$ cat src/design/tcsa_pkg.sv
// Package: shared types and constants for the three-class slab allocator.
`timescale 1ns / 1ps
package tcsa_pkg;
  localparam int unsigned NumPagesDef    = 16;
  localparam int unsigned HeaderBytesDef = 48;
  localparam int unsigned PageBytes      = 4096;
  localparam int unsigned AddrPages      = 16;

  localparam logic CmdAlloc = 1'b0;
  localparam logic CmdFree  = 1'b1;

  typedef enum logic [2:0] {
    StOk       = 3'd0,
    StBadSize  = 3'd1,
    StNoPage   = 3'd2,
    StNotSlab  = 3'd3,
    StRange    = 3'd4,
    StMisalign = 3'd5,
    StDouble   = 3'd6
  } status_e;

  typedef enum logic [3:0] {
    SIdle,
    SScanRd,
    SScan,
    SBitScan,
    SClaim,
    SRecRd,
    SRecUpd,
    SFreeRd,
    SFreeChk,
    SWrite,
    SOut
  } state_e;

  // Objects per page for a class: largest n up to 63 with hdr + n*sz + ceil(n/8) <= page.
  function automatic logic [5:0] objs_for(input int unsigned hdr, input int unsigned sz);
    int unsigned n;
    n = 63;
    while (n > 0 && hdr + n * sz + ((n + 7) >> 3) > PageBytes) n--;
    return 6'(n);
  endfunction
endpackage

$ cat src/design/tcsa_ram.sv
// Generic single-port synchronous RAM with registered read.
`timescale 1ns / 1ps
module tcsa_ram #(
  parameter int unsigned Width = 8,
  parameter int unsigned Depth = 16
) (
  input  logic                                       clk_i,
  input  logic                                       we_i,
  input  logic [(Depth > 1 ? $clog2(Depth) : 1)-1:0] addr_i,
  input  logic [Width-1:0]                           wdata_i,
  output logic [Width-1:0]                           rdata_o
);
  logic [Width-1:0] mem_q [Depth];

  always_ff @(posedge clk_i) begin
    if (we_i) begin
      mem_q[addr_i] <= wdata_i;
    end
    rdata_o <= mem_q[addr_i];
  end
endmodule

$ cat src/design/three_class_slab_allocator.sv
// Top level of the three-class slab allocator.
`timescale 1ns / 1ps
// Three-class slab allocator over a pool of pages.
// Input channel s_axis_*: one request per handshake; tdata carries alloc_size
// (bits 11:0) and free_addr (27:12), tuser carries cmd (0 allocate, 1 free).
// Output channel m_axis_*: one result per request; tdata carries status (2:0),
// obj_addr (18:3), size_class (20:19), page_released (21).
// Per-page state (class, free count, bitmap, recency) sits in one synchronous
// RAM word per page; active flags are flip-flops cleared by reset.
// An allocation walks all P usable pages to find the newest page of its class
// with room, then searches that page's bitmap one bit a cycle.
// Claiming a page bumps the recency of its class in another walk over the
// pages; a retiring free walks the pages the same way to close the recency gap.
// One request is in flight at a time, and the next request is taken in the
// cycle after the result handshake.
// Reset clears all active flags and the controller; no clearing pass runs.
// When the receiver stalls, the result holds on m_axis and s_axis_tready
// stays low until the result is taken.
module three_class_slab_allocator #(
  parameter int unsigned NUM_PAGES    = tcsa_pkg::NumPagesDef,
  parameter int unsigned HEADER_BYTES = tcsa_pkg::HeaderBytesDef
) (
  input  logic        clk_i,
  input  logic        rst_ni,
  input  logic        s_axis_tvalid,
  output logic        s_axis_tready,
  input  logic [31:0] s_axis_tdata,   // alloc_size[11:0], free_addr[27:12]
  input  logic        s_axis_tuser,   // cmd
  output logic        m_axis_tvalid,
  input  logic        m_axis_tready,
  output logic [23:0] m_axis_tdata    // status, obj_addr, size_class, page_released
);
  import tcsa_pkg::*;

  localparam int unsigned Usable = (NUM_PAGES < AddrPages) ? NUM_PAGES : AddrPages;
  localparam int unsigned PW     = (NUM_PAGES > 1) ? $clog2(NUM_PAGES) : 1;
  localparam int unsigned CW     = $clog2(Usable + 1);
  localparam int unsigned WW     = 2 + 6 + 63 + 4;
  localparam logic [5:0]  Objs0  = objs_for(HEADER_BYTES, 64);
  localparam logic [5:0]  Objs1  = objs_for(HEADER_BYTES, 128);
  localparam logic [5:0]  Objs2  = objs_for(HEADER_BYTES, 256);
  localparam logic [15:0] Hdr    = 16'(HEADER_BYTES);

  function automatic logic [5:0] objs_of(input logic [1:0] c);
    case (c)
      2'd0:    return Objs0;
      2'd1:    return Objs1;
      default: return Objs2;
    endcase
  endfunction

  state_e             state_q, state_d;
  logic [NUM_PAGES-1:0] act_q, act_d;
  logic               cmd_q, cmd_d;
  logic [15:0]        faddr_q, faddr_d;
  logic [1:0]         cls_q, cls_d;
  logic [CW-1:0]      pidx_q, pidx_d;
  logic               found_q, found_d;
  logic [PW-1:0]      best_q, best_d;
  logic [3:0]         brec_q, brec_d;
  logic [5:0]         bit_q, bit_d;
  logic [WW-1:0]      word_q, word_d;
  logic [3:0]         relrec_q, relrec_d;
  logic [2:0]         st_q, st_d;
  logic [15:0]        oaddr_q, oaddr_d;
  logic               rel_q, rel_d;

  logic               we;
  logic [PW-1:0]      ra;
  logic [WW-1:0]      wd, rd;

  tcsa_ram #(.Width(WW), .Depth(NUM_PAGES)) u_ram (
    .clk_i(clk_i), .we_i(we), .addr_i(ra), .wdata_i(wd), .rdata_o(rd)
  );

  // RAM word: {class[74:73], free[72:67], bitmap[66:4], recency[3:0]}
  logic [1:0]  rd_cls;
  logic [5:0]  rd_free;
  logic [62:0] rd_bm;
  logic [3:0]  rd_rec;
  assign rd_cls  = rd[74:73];
  assign rd_free = rd[72:67];
  assign rd_bm   = rd[66:4];
  assign rd_rec  = rd[3:0];

  logic [PW-1:0] pcur;
  assign pcur = PW'(pidx_q);

  logic [11:0] fofs;
  logic [11:0] frel;
  logic [15:0] flim;
  logic [5:0]  fidx;
  logic        fmis;
  logic [3:0]  fpage;
  assign fpage = faddr_q[15:12];
  assign fofs  = faddr_q[11:0];
  assign frel  = fofs - Hdr[11:0];
  assign flim  = {10'd0, objs_of(rd_cls)} << (6 + rd_cls);
  always_comb begin
    case (rd_cls)
      2'd0:    begin fidx = frel[11:6];       fmis = |frel[5:0]; end
      2'd1:    begin fidx = {1'b0, frel[11:7]}; fmis = |frel[6:0]; end
      default: begin fidx = {2'b0, frel[11:8]}; fmis = |frel[7:0]; end
    endcase
  end

  always_ff @(posedge clk_i or negedge rst_ni) begin
    if (!rst_ni) begin
      state_q <= SIdle;
      act_q   <= '0;
    end else begin
      state_q <= state_d;
      act_q   <= act_d;
    end
  end

  always_ff @(posedge clk_i) begin
    cmd_q <= cmd_d; faddr_q <= faddr_d; cls_q <= cls_d;
    pidx_q <= pidx_d; found_q <= found_d; best_q <= best_d; brec_q <= brec_d;
    bit_q <= bit_d; word_q <= word_d; relrec_q <= relrec_d;
    st_q <= st_d; oaddr_q <= oaddr_d; rel_q <= rel_d;
  end

  always_comb begin
    state_d = state_q; act_d = act_q; cmd_d = cmd_q;
    faddr_d = faddr_q; cls_d = cls_q; pidx_d = pidx_q; found_d = found_q;
    best_d = best_q; brec_d = brec_q; bit_d = bit_q; word_d = word_q;
    relrec_d = relrec_q; st_d = st_q; oaddr_d = oaddr_q; rel_d = rel_q;
    we = 1'b0; ra = pcur; wd = word_q;
    case (state_q)
      SIdle: begin
        if (s_axis_tvalid) begin
          cmd_d   = s_axis_tuser;
          faddr_d = s_axis_tdata[27:12];
          pidx_d  = '0;
          found_d = 1'b0;
          oaddr_d = '0;
          rel_d   = 1'b0;
          st_d    = StOk;
          if (s_axis_tuser == CmdFree) begin
            if (32'(s_axis_tdata[27:24]) >= Usable ||
                !act_q[PW'(s_axis_tdata[27:24])]) begin
              st_d = StNotSlab; cls_d = 2'd0; state_d = SOut;
            end else begin
              ra = PW'(s_axis_tdata[27:24]);
              state_d = SFreeChk;
            end
          end else if (s_axis_tdata[11:0] == 12'd0 || s_axis_tdata[11:0] > 12'd256) begin
            st_d = StBadSize; cls_d = 2'd0; state_d = SOut;
          end else begin
            cls_d = (s_axis_tdata[11:0] <= 12'd64) ? 2'd0 :
                    (s_axis_tdata[11:0] <= 12'd128) ? 2'd1 : 2'd2;
            state_d = SScanRd;
          end
        end
      end
      // Issue a read for page pidx, or finish the scan.
      SScanRd: begin
        if (32'(pidx_q) >= Usable) begin
          if (found_q) begin
            ra = best_q; bit_d = '0; state_d = SBitScan;
            pidx_d = '0;
          end else begin
            state_d = SClaim; pidx_d = '0;
          end
        end else begin
          ra = pcur; state_d = SScan;
        end
      end
      SScan: begin
        if (act_q[pcur] && rd_cls == cls_q && rd_free != 6'd0 &&
            (!found_q || rd_rec < brec_q)) begin
          found_d = 1'b1; best_d = pcur; brec_d = rd_rec;
        end
        pidx_d = pidx_q + 1'b1;
        state_d = SScanRd;
      end
      // RAM output holds best page's word (address held at best).
      SBitScan: begin
        ra = best_q;
        if (!rd_bm[bit_q]) begin
          word_d = {rd_cls, rd_free - 6'd1, rd_bm | (63'd1 << bit_q), rd_rec};
          oaddr_d = {4'(best_q), 12'd0} + Hdr + ({10'd0, bit_q} << (6 + cls_q));
          state_d = SWrite;
        end else begin
          bit_d = bit_q + 1'b1;
        end
      end
      // Find lowest inactive page.
      SClaim: begin
        if (objs_of(cls_q) == 6'd0 || 32'(pidx_q) >= Usable) begin
          st_d = StNoPage; state_d = SOut;
        end else if (!act_q[pcur]) begin
          best_d = pcur; pidx_d = '0; relrec_d = 4'd0;
          state_d = SRecRd;
        end else begin
          pidx_d = pidx_q + 1'b1;
        end
      end
      // Recency walk: claim bumps (relrec unused), retire decrements above relrec.
      SRecRd: begin
        if (32'(pidx_q) >= Usable) begin
          if (cmd_q == CmdAlloc) begin
            act_d[best_q] = 1'b1;
            // New page word: one object taken, recency newest.
            word_d = {cls_q, objs_of(cls_q) - 6'd1, 63'd1, 4'd0};
            oaddr_d = {4'(best_q), 12'd0} + Hdr;
            state_d = SWrite;
          end else begin
            act_d[best_q] = 1'b0;
            rel_d = 1'b1; state_d = SOut;
          end
        end else begin
          ra = pcur; state_d = SRecUpd;
        end
      end
      SRecUpd: begin
        ra = pcur;
        if (act_q[pcur] && rd_cls == cls_q && pcur != best_q) begin
          if (cmd_q == CmdAlloc) begin
            we = 1'b1; wd = {rd[WW-1:4], rd_rec + 4'd1};
          end else if (rd_rec > relrec_q) begin
            we = 1'b1; wd = {rd[WW-1:4], rd_rec - 4'd1};
          end
        end
        pidx_d = pidx_q + 1'b1;
        state_d = SRecRd;
      end
      SFreeChk: begin
        ra = PW'(fpage);
        best_d = PW'(fpage);
        cls_d = rd_cls;
        if (fofs < Hdr[11:0] || {4'd0, frel} >= flim) begin
          st_d = StRange; state_d = SOut;
        end else if (fmis) begin
          st_d = StMisalign; state_d = SOut;
        end else if (!rd_bm[fidx]) begin
          st_d = StDouble; state_d = SOut;
        end else if (rd_free + 6'd1 == objs_of(rd_cls)) begin
          we = 1'b1;
          wd = {rd_cls, rd_free + 6'd1, rd_bm & ~(63'd1 << fidx), rd_rec};
          relrec_d = rd_rec; pidx_d = '0; state_d = SRecRd;
        end else begin
          we = 1'b1;
          wd = {rd_cls, rd_free + 6'd1, rd_bm & ~(63'd1 << fidx), rd_rec};
          state_d = SOut;
        end
      end
      SWrite: begin
        we = 1'b1; ra = best_q; wd = word_q; state_d = SOut;
      end
      SOut: begin
        if (m_axis_tready) state_d = SIdle;
      end
      default: state_d = SIdle;
    endcase
  end

  assign s_axis_tready = (state_q == SIdle);
  assign m_axis_tvalid = (state_q == SOut);
  assign m_axis_tdata  = {2'b0, rel_q, cls_q, (st_q == StOk) ? oaddr_q : 16'd0, st_q};

`ifndef NO_ASSERTIONS
  a_one_side: assert property (@(posedge clk_i) disable iff (!rst_ni)
    !(s_axis_tready && m_axis_tvalid)) else $error("ready while result pending");
  a_rel_ok: assert property (@(posedge clk_i) disable iff (!rst_ni)
    m_axis_tvalid && rel_q |-> st_q == StOk) else $error("release with error");
  a_hold: assert property (@(posedge clk_i) disable iff (!rst_ni)
    m_axis_tvalid && !m_axis_tready |=> m_axis_tvalid) else $error("result dropped");
`endif
endmodule

$ cat config.mk
export PLATFORM = sky130hd
export DESIGN_NAME = three_class_slab_allocator
export DESIGN_NICKNAME = d
export VERILOG_FILES = /design/src/design/tcsa_pkg.sv /design/src/design/tcsa_ram.sv /design/src/design/three_class_slab_allocator.sv
export SDC_FILE = /design/constraint.sdc
export NUM_CORES = 2
export LEC_CHECK = 0
export BUFFER_PORTS_ARGS = -buffer_cell sky130_fd_sc_hd__buf_4
export CELL_PAD_IN_SITES_DETAIL_PLACEMENT = 0
export CELL_PAD_IN_SITES_GLOBAL_PLACEMENT = 2
export CORE_MARGIN = 2
export CORE_UTILIZATION = 25
export DETAILED_ROUTE_END_ITERATION = 8
export PLACE_DENSITY = 0.54
export SYNTH_ARGS = -nofsm -noshare
export SYNTH_HDL_FRONTEND = slang
export SYNTH_SLANG_ARGS = --single-unit
$ cat constraint.sdc
create_clock -name clk_i -period 10.7 [get_ports clk_i]
set_clock_uncertainty 0.1 [all_clocks]
set_input_delay 2.14 -clock clk_i [delete_from_list [all_inputs] [get_ports clk_i]]
set_output_delay 2.14 -clock clk_i [all_outputs]
set_load 0.03 [all_outputs]
==> reports/metrics.csv <==
stage,metric,value,unit
timing,Worst Tran Pin Value,1271,ps
timing,fmax,0.1498,GHz
logic_synthesis,Area contributors post-synth,"edfxtp_1 67%, nand2_1 7.1%, dfxtp_1 2.5%",
clock_network,"Reg clk slew, reported paths",60,ps
logic_synthesis,"Async S/R FF share, synth",0.01396,
timing,Final Max Slew Viols,0,
place,gpl congestion,0.7805,
die,Die Span Y,495.1,µm
logic_synthesis,post-synth top area share,0.6664,
worst_setup_path,RR Endpoint,u_ram.mem_q[6][43],
die,Site Rows,180,
place,Placed Instance Area,64810,µm²
place,IO buf count,56,
timing,Setup TNS Final,0,ps
route,drt first-iter violations,3137,
die,die area,245100,µm²
run_status,violated checks,DRC,
power_and_ir_drop,Pleak,0.02354,µW
timing,RSZ-0062 raised after global routing,false,
final_layout,Final Instance Area,70330,µm²
logic_synthesis,Synth Instances,4800,
logic_synthesis,Post-synth top flop,edfxtp_1,
worst_setup_path,worst setup path endpoint,u_ram.mem_q[6][43],
power_and_ir_drop,VDD IR max,395.3,µV
worst_setup_path,CP arrival,7010,ps
final_layout,Nets,4907,
die,I/O pin count,63,
global_route,initial antenna violation count,7,
timing,Setup Viol. Count Final,0,
global_route,largest net degree at the start of global routing,170,
worst_setup_path,Critical Path Start,faddr_q[4],
logic_synthesis,dominant cell type by area after synthesis,edfxtp_1,
route,DR WL/cell,24.02,µm
worst_setup_path,Worst Reg2Reg Path Length in Cells,17,
logic_synthesis,synthesis warning total,0,
die,core box area,240100,µm²
die,Starting Density,0.2511,
clock_network,Clock Path Buffers,3,
final_layout,Syn-to-layout area delta,16.65,%
clock_network,H-tree depth,4,
worst_setup_path,Crit. End Element,flip-flop,
route,Final ANT Viol Nets,0,
worst_hold_path,Hold Path Class,flip-flop to flip-flop,
clock_network,Setup Buffers After CTS,0,
global_route,first-pass GRT wire length,280.5,mm
worst_setup_path,reg2reg start,faddr_q[4],
final_layout,Finished Layout Cells,8161,
worst_setup_path,r2r setup slk,4020,ps
route,drt via density,4.729,
worst_setup_path,Worst Setup Start Kind,flip-flop,
clock_network,clock latency reported for the late side of the worst-skew pair,830,ps
logic_synthesis,Mapped Area,60290,µm²
clock_network,Post-CTS Hold Buffers,0,
global_route,Tot GR Track Use,0.1570,
global_route,number of global-route vias before repair,37967,
timing,"Hold Vio Cnt, Final",0,
worst_setup_path,Worst Path Required,11030,ps
logic_synthesis,syn avg cell area,12.56,µm²
worst_setup_path,maximum fanout along the worst path,32,
die,die width,495.1,µm
route,# DRC,2,
logic_synthesis,"FF+latch count, synth",1433,
final_layout,fraction of layout cells with a size suffix above 1,0.1096,
run,max cap viols,0,
clock_network,PostCTS Resize Cnt,0,
logic_synthesis,"Distinct cells, synth",80,
timing,relative slew slack,0.1459,
clock_network,CTS root buf,clkbuf_16,
place,Cells after DPL,7847,
logic_synthesis,number of synthesized flops with an enable pin,1338,
clock_network,CTS sink cnt,1433,
place,dpl hpwl,104.8,mm
power_and_ir_drop,PD cells,330.6,nW/µm²
worst_setup_path,class of the most critical setup path,flip-flop to flip-flop,
run_status,outcome,finished with violations,
clock_network,CTS tree,yes,
global_route,"Remaining Overflow, GRT",0,
logic_synthesis,"Seq/Total Area, Yosys",0.6996,
route,Routed WL,196.0,mm
route,Detailed Routing Iterations Pass 1,7,
clock_network,Num CTS Buffers,170,
timing,Final min period,6677,ps
route,Vias,38597,
timing,crit share post-route,0.6241,
==> cell usage in the layout, fill, tap and decap left out, types with 16 or more instances in the layout <==
cell type,instances
nor2_1,162
mux4_2,31
nor3_1,30
nor2b_1,25
clkinv_1,19
dfxtp_1,75
buf_4,184
edfxtp_1,1338
o211ai_1,43
clkbuf_16,173
a211oi_1,157
xnor2_1,20
mux2_2,18
o22ai_1,84
a31oi_1,165
o21ai_0,252
ha_1,36
dfrtp_1,20
a21oi_1,107
clkbuf_8,23
inv_1,36
clkbuf_1,53
nand2_1,1141
and2_1,175
mux2i_1,21
a21boi_0,26
nand3_1,177
a221o_1,86
clkinv_2,18
mux2_1,16
==> layer usage <==
metal	wire length (µm)	share of wire	vias up	global-route usage
met5	0	0	-	0
met4	4224	0.022	0	0.04194
met3	8479	0.043	252	0.02379
met2	92220	0.47	870	0.2555
met1	91100	0.46	19584	0.2171
li1	-	-	17891	-
==> cell type report <==
cell class                      instances  area (µm²)
Clock inverter                         63       668.1
Sequential cell                      1433       42180
Fill cell                           24389      169700
Timing Repair Buffer                  197        1642
Tap cell                             3185        3985
Multi-Input combinational cell       2990       16850
Clock buffer                          249        4845
Inverter                               42       158.9
Antenna cell                            2       5.005
==> per-stage QoR <==
stage	util	total power (µW)	hold slack, ps	setup WS (ps)
after floorplan	-	14080	359.9	236.4
after global placement	0.2700	17850	395.4	3630
after detailed placement	0.2700	17820	407.5	3668
after CTS	0.2929	23630	419.3	3986
after global routing	0.2929	24780	463.2	3601
final	0.2929	23250	423.8	4023
==> flip-flops by register name (all words and copies together) (netlist names), named ones only <==
signal and count:
cls_q 2, bit_q 6, pidx_q 5, st_q 3
state_q 4, found_q 1, cmd_q 1, brec_q 4
u_ram.rdata_o 75, rel_q 1, relrec_q 4, best_q 4
u_ram.mem_q 1200, faddr_q 16, word_q 75, oaddr_q 16
==> synth_stat cells (all sizes together), types with 4 or more instances <==
library cell and n:
a221o 86, mux2i 21, a22oi 4, a211o 8
a31oi 165, nand2b 13, mux4 31, nand2 1143
and2 178, dfxtp 75, nor3b 4, o22a 5
a211oi 158, nand3b 7, a41oi 5, xnor2 20
nor3 43, o22ai 86, a21boi 26, a21o 7
a2bb2oi 4, dfrtp 20, or2 7, xor2 11
o21a 7, o211ai 43, nand4 7, a21oi 111
o31ai 7, inv 40, edfxtp 1338, nor4 19
buf 77, nor2 167, nand3 177, mux2 34
o21ai 261, nor2b 25, clkbuf 269, or3 6
o32ai 5, ha 36, a221oi 6
==> worst min path at each step <==
stage | start | depth (start not counted) | slack (ps) | endpoint
3_3_place_gp | flip-flop | 2 | 400 | flip-flop
6_report | flip-flop | 2 | 420 | flip-flop
5_1_grt | flip-flop | 2 | 460 | flip-flop
2_1_floorplan | flip-flop | 2 | 360 | flip-flop
3_5_place_dp | flip-flop | 2 | 410 | flip-flop
4_1_cts | flip-flop | 2 | 420 | flip-flop
==> cell families after synthesis <==
group / Yosys count / synth area share
DFF: 1433 / 0.6996
muxes: 86 / 0.02142
adders and majority gates: 36 / 0.007471
AOI/OAI and AO/OA: 1021 / 0.1121
buffers and inverters: 388 / 0.02563
xor gates and xnor gates: 31 / 0.004503
other: 2 / 0.0001246
and+or+nand+nor: 1803 / 0.1292
==> where the power goes <==
group / switching [µW] / leakage (µW) / internal (µW)
clock: 2350 / 0.00268 / 3360
sequential: 490 / 0.0130 / 6800
combinational: 7060 / 0.00789 / 3190
==> critical path, cell delays in order, from the launching register on <==
cell,delay (ps)
edfxtp_1,580
ha_1,400
xnor2_1,480
ha_1,300
inv_1,60
nand2_1,110
a2bb2oi_2,690
a21oi_1,150
a221oi_1,470
a31oi_1,100
a22oi_1,320
and4_1,250
buf_4,240
a41oi_2,140
buf_4,250
nor4_4,260
buf_4,590
buf_4,710
Note: power is estimated with default switching activity, not from simulation.
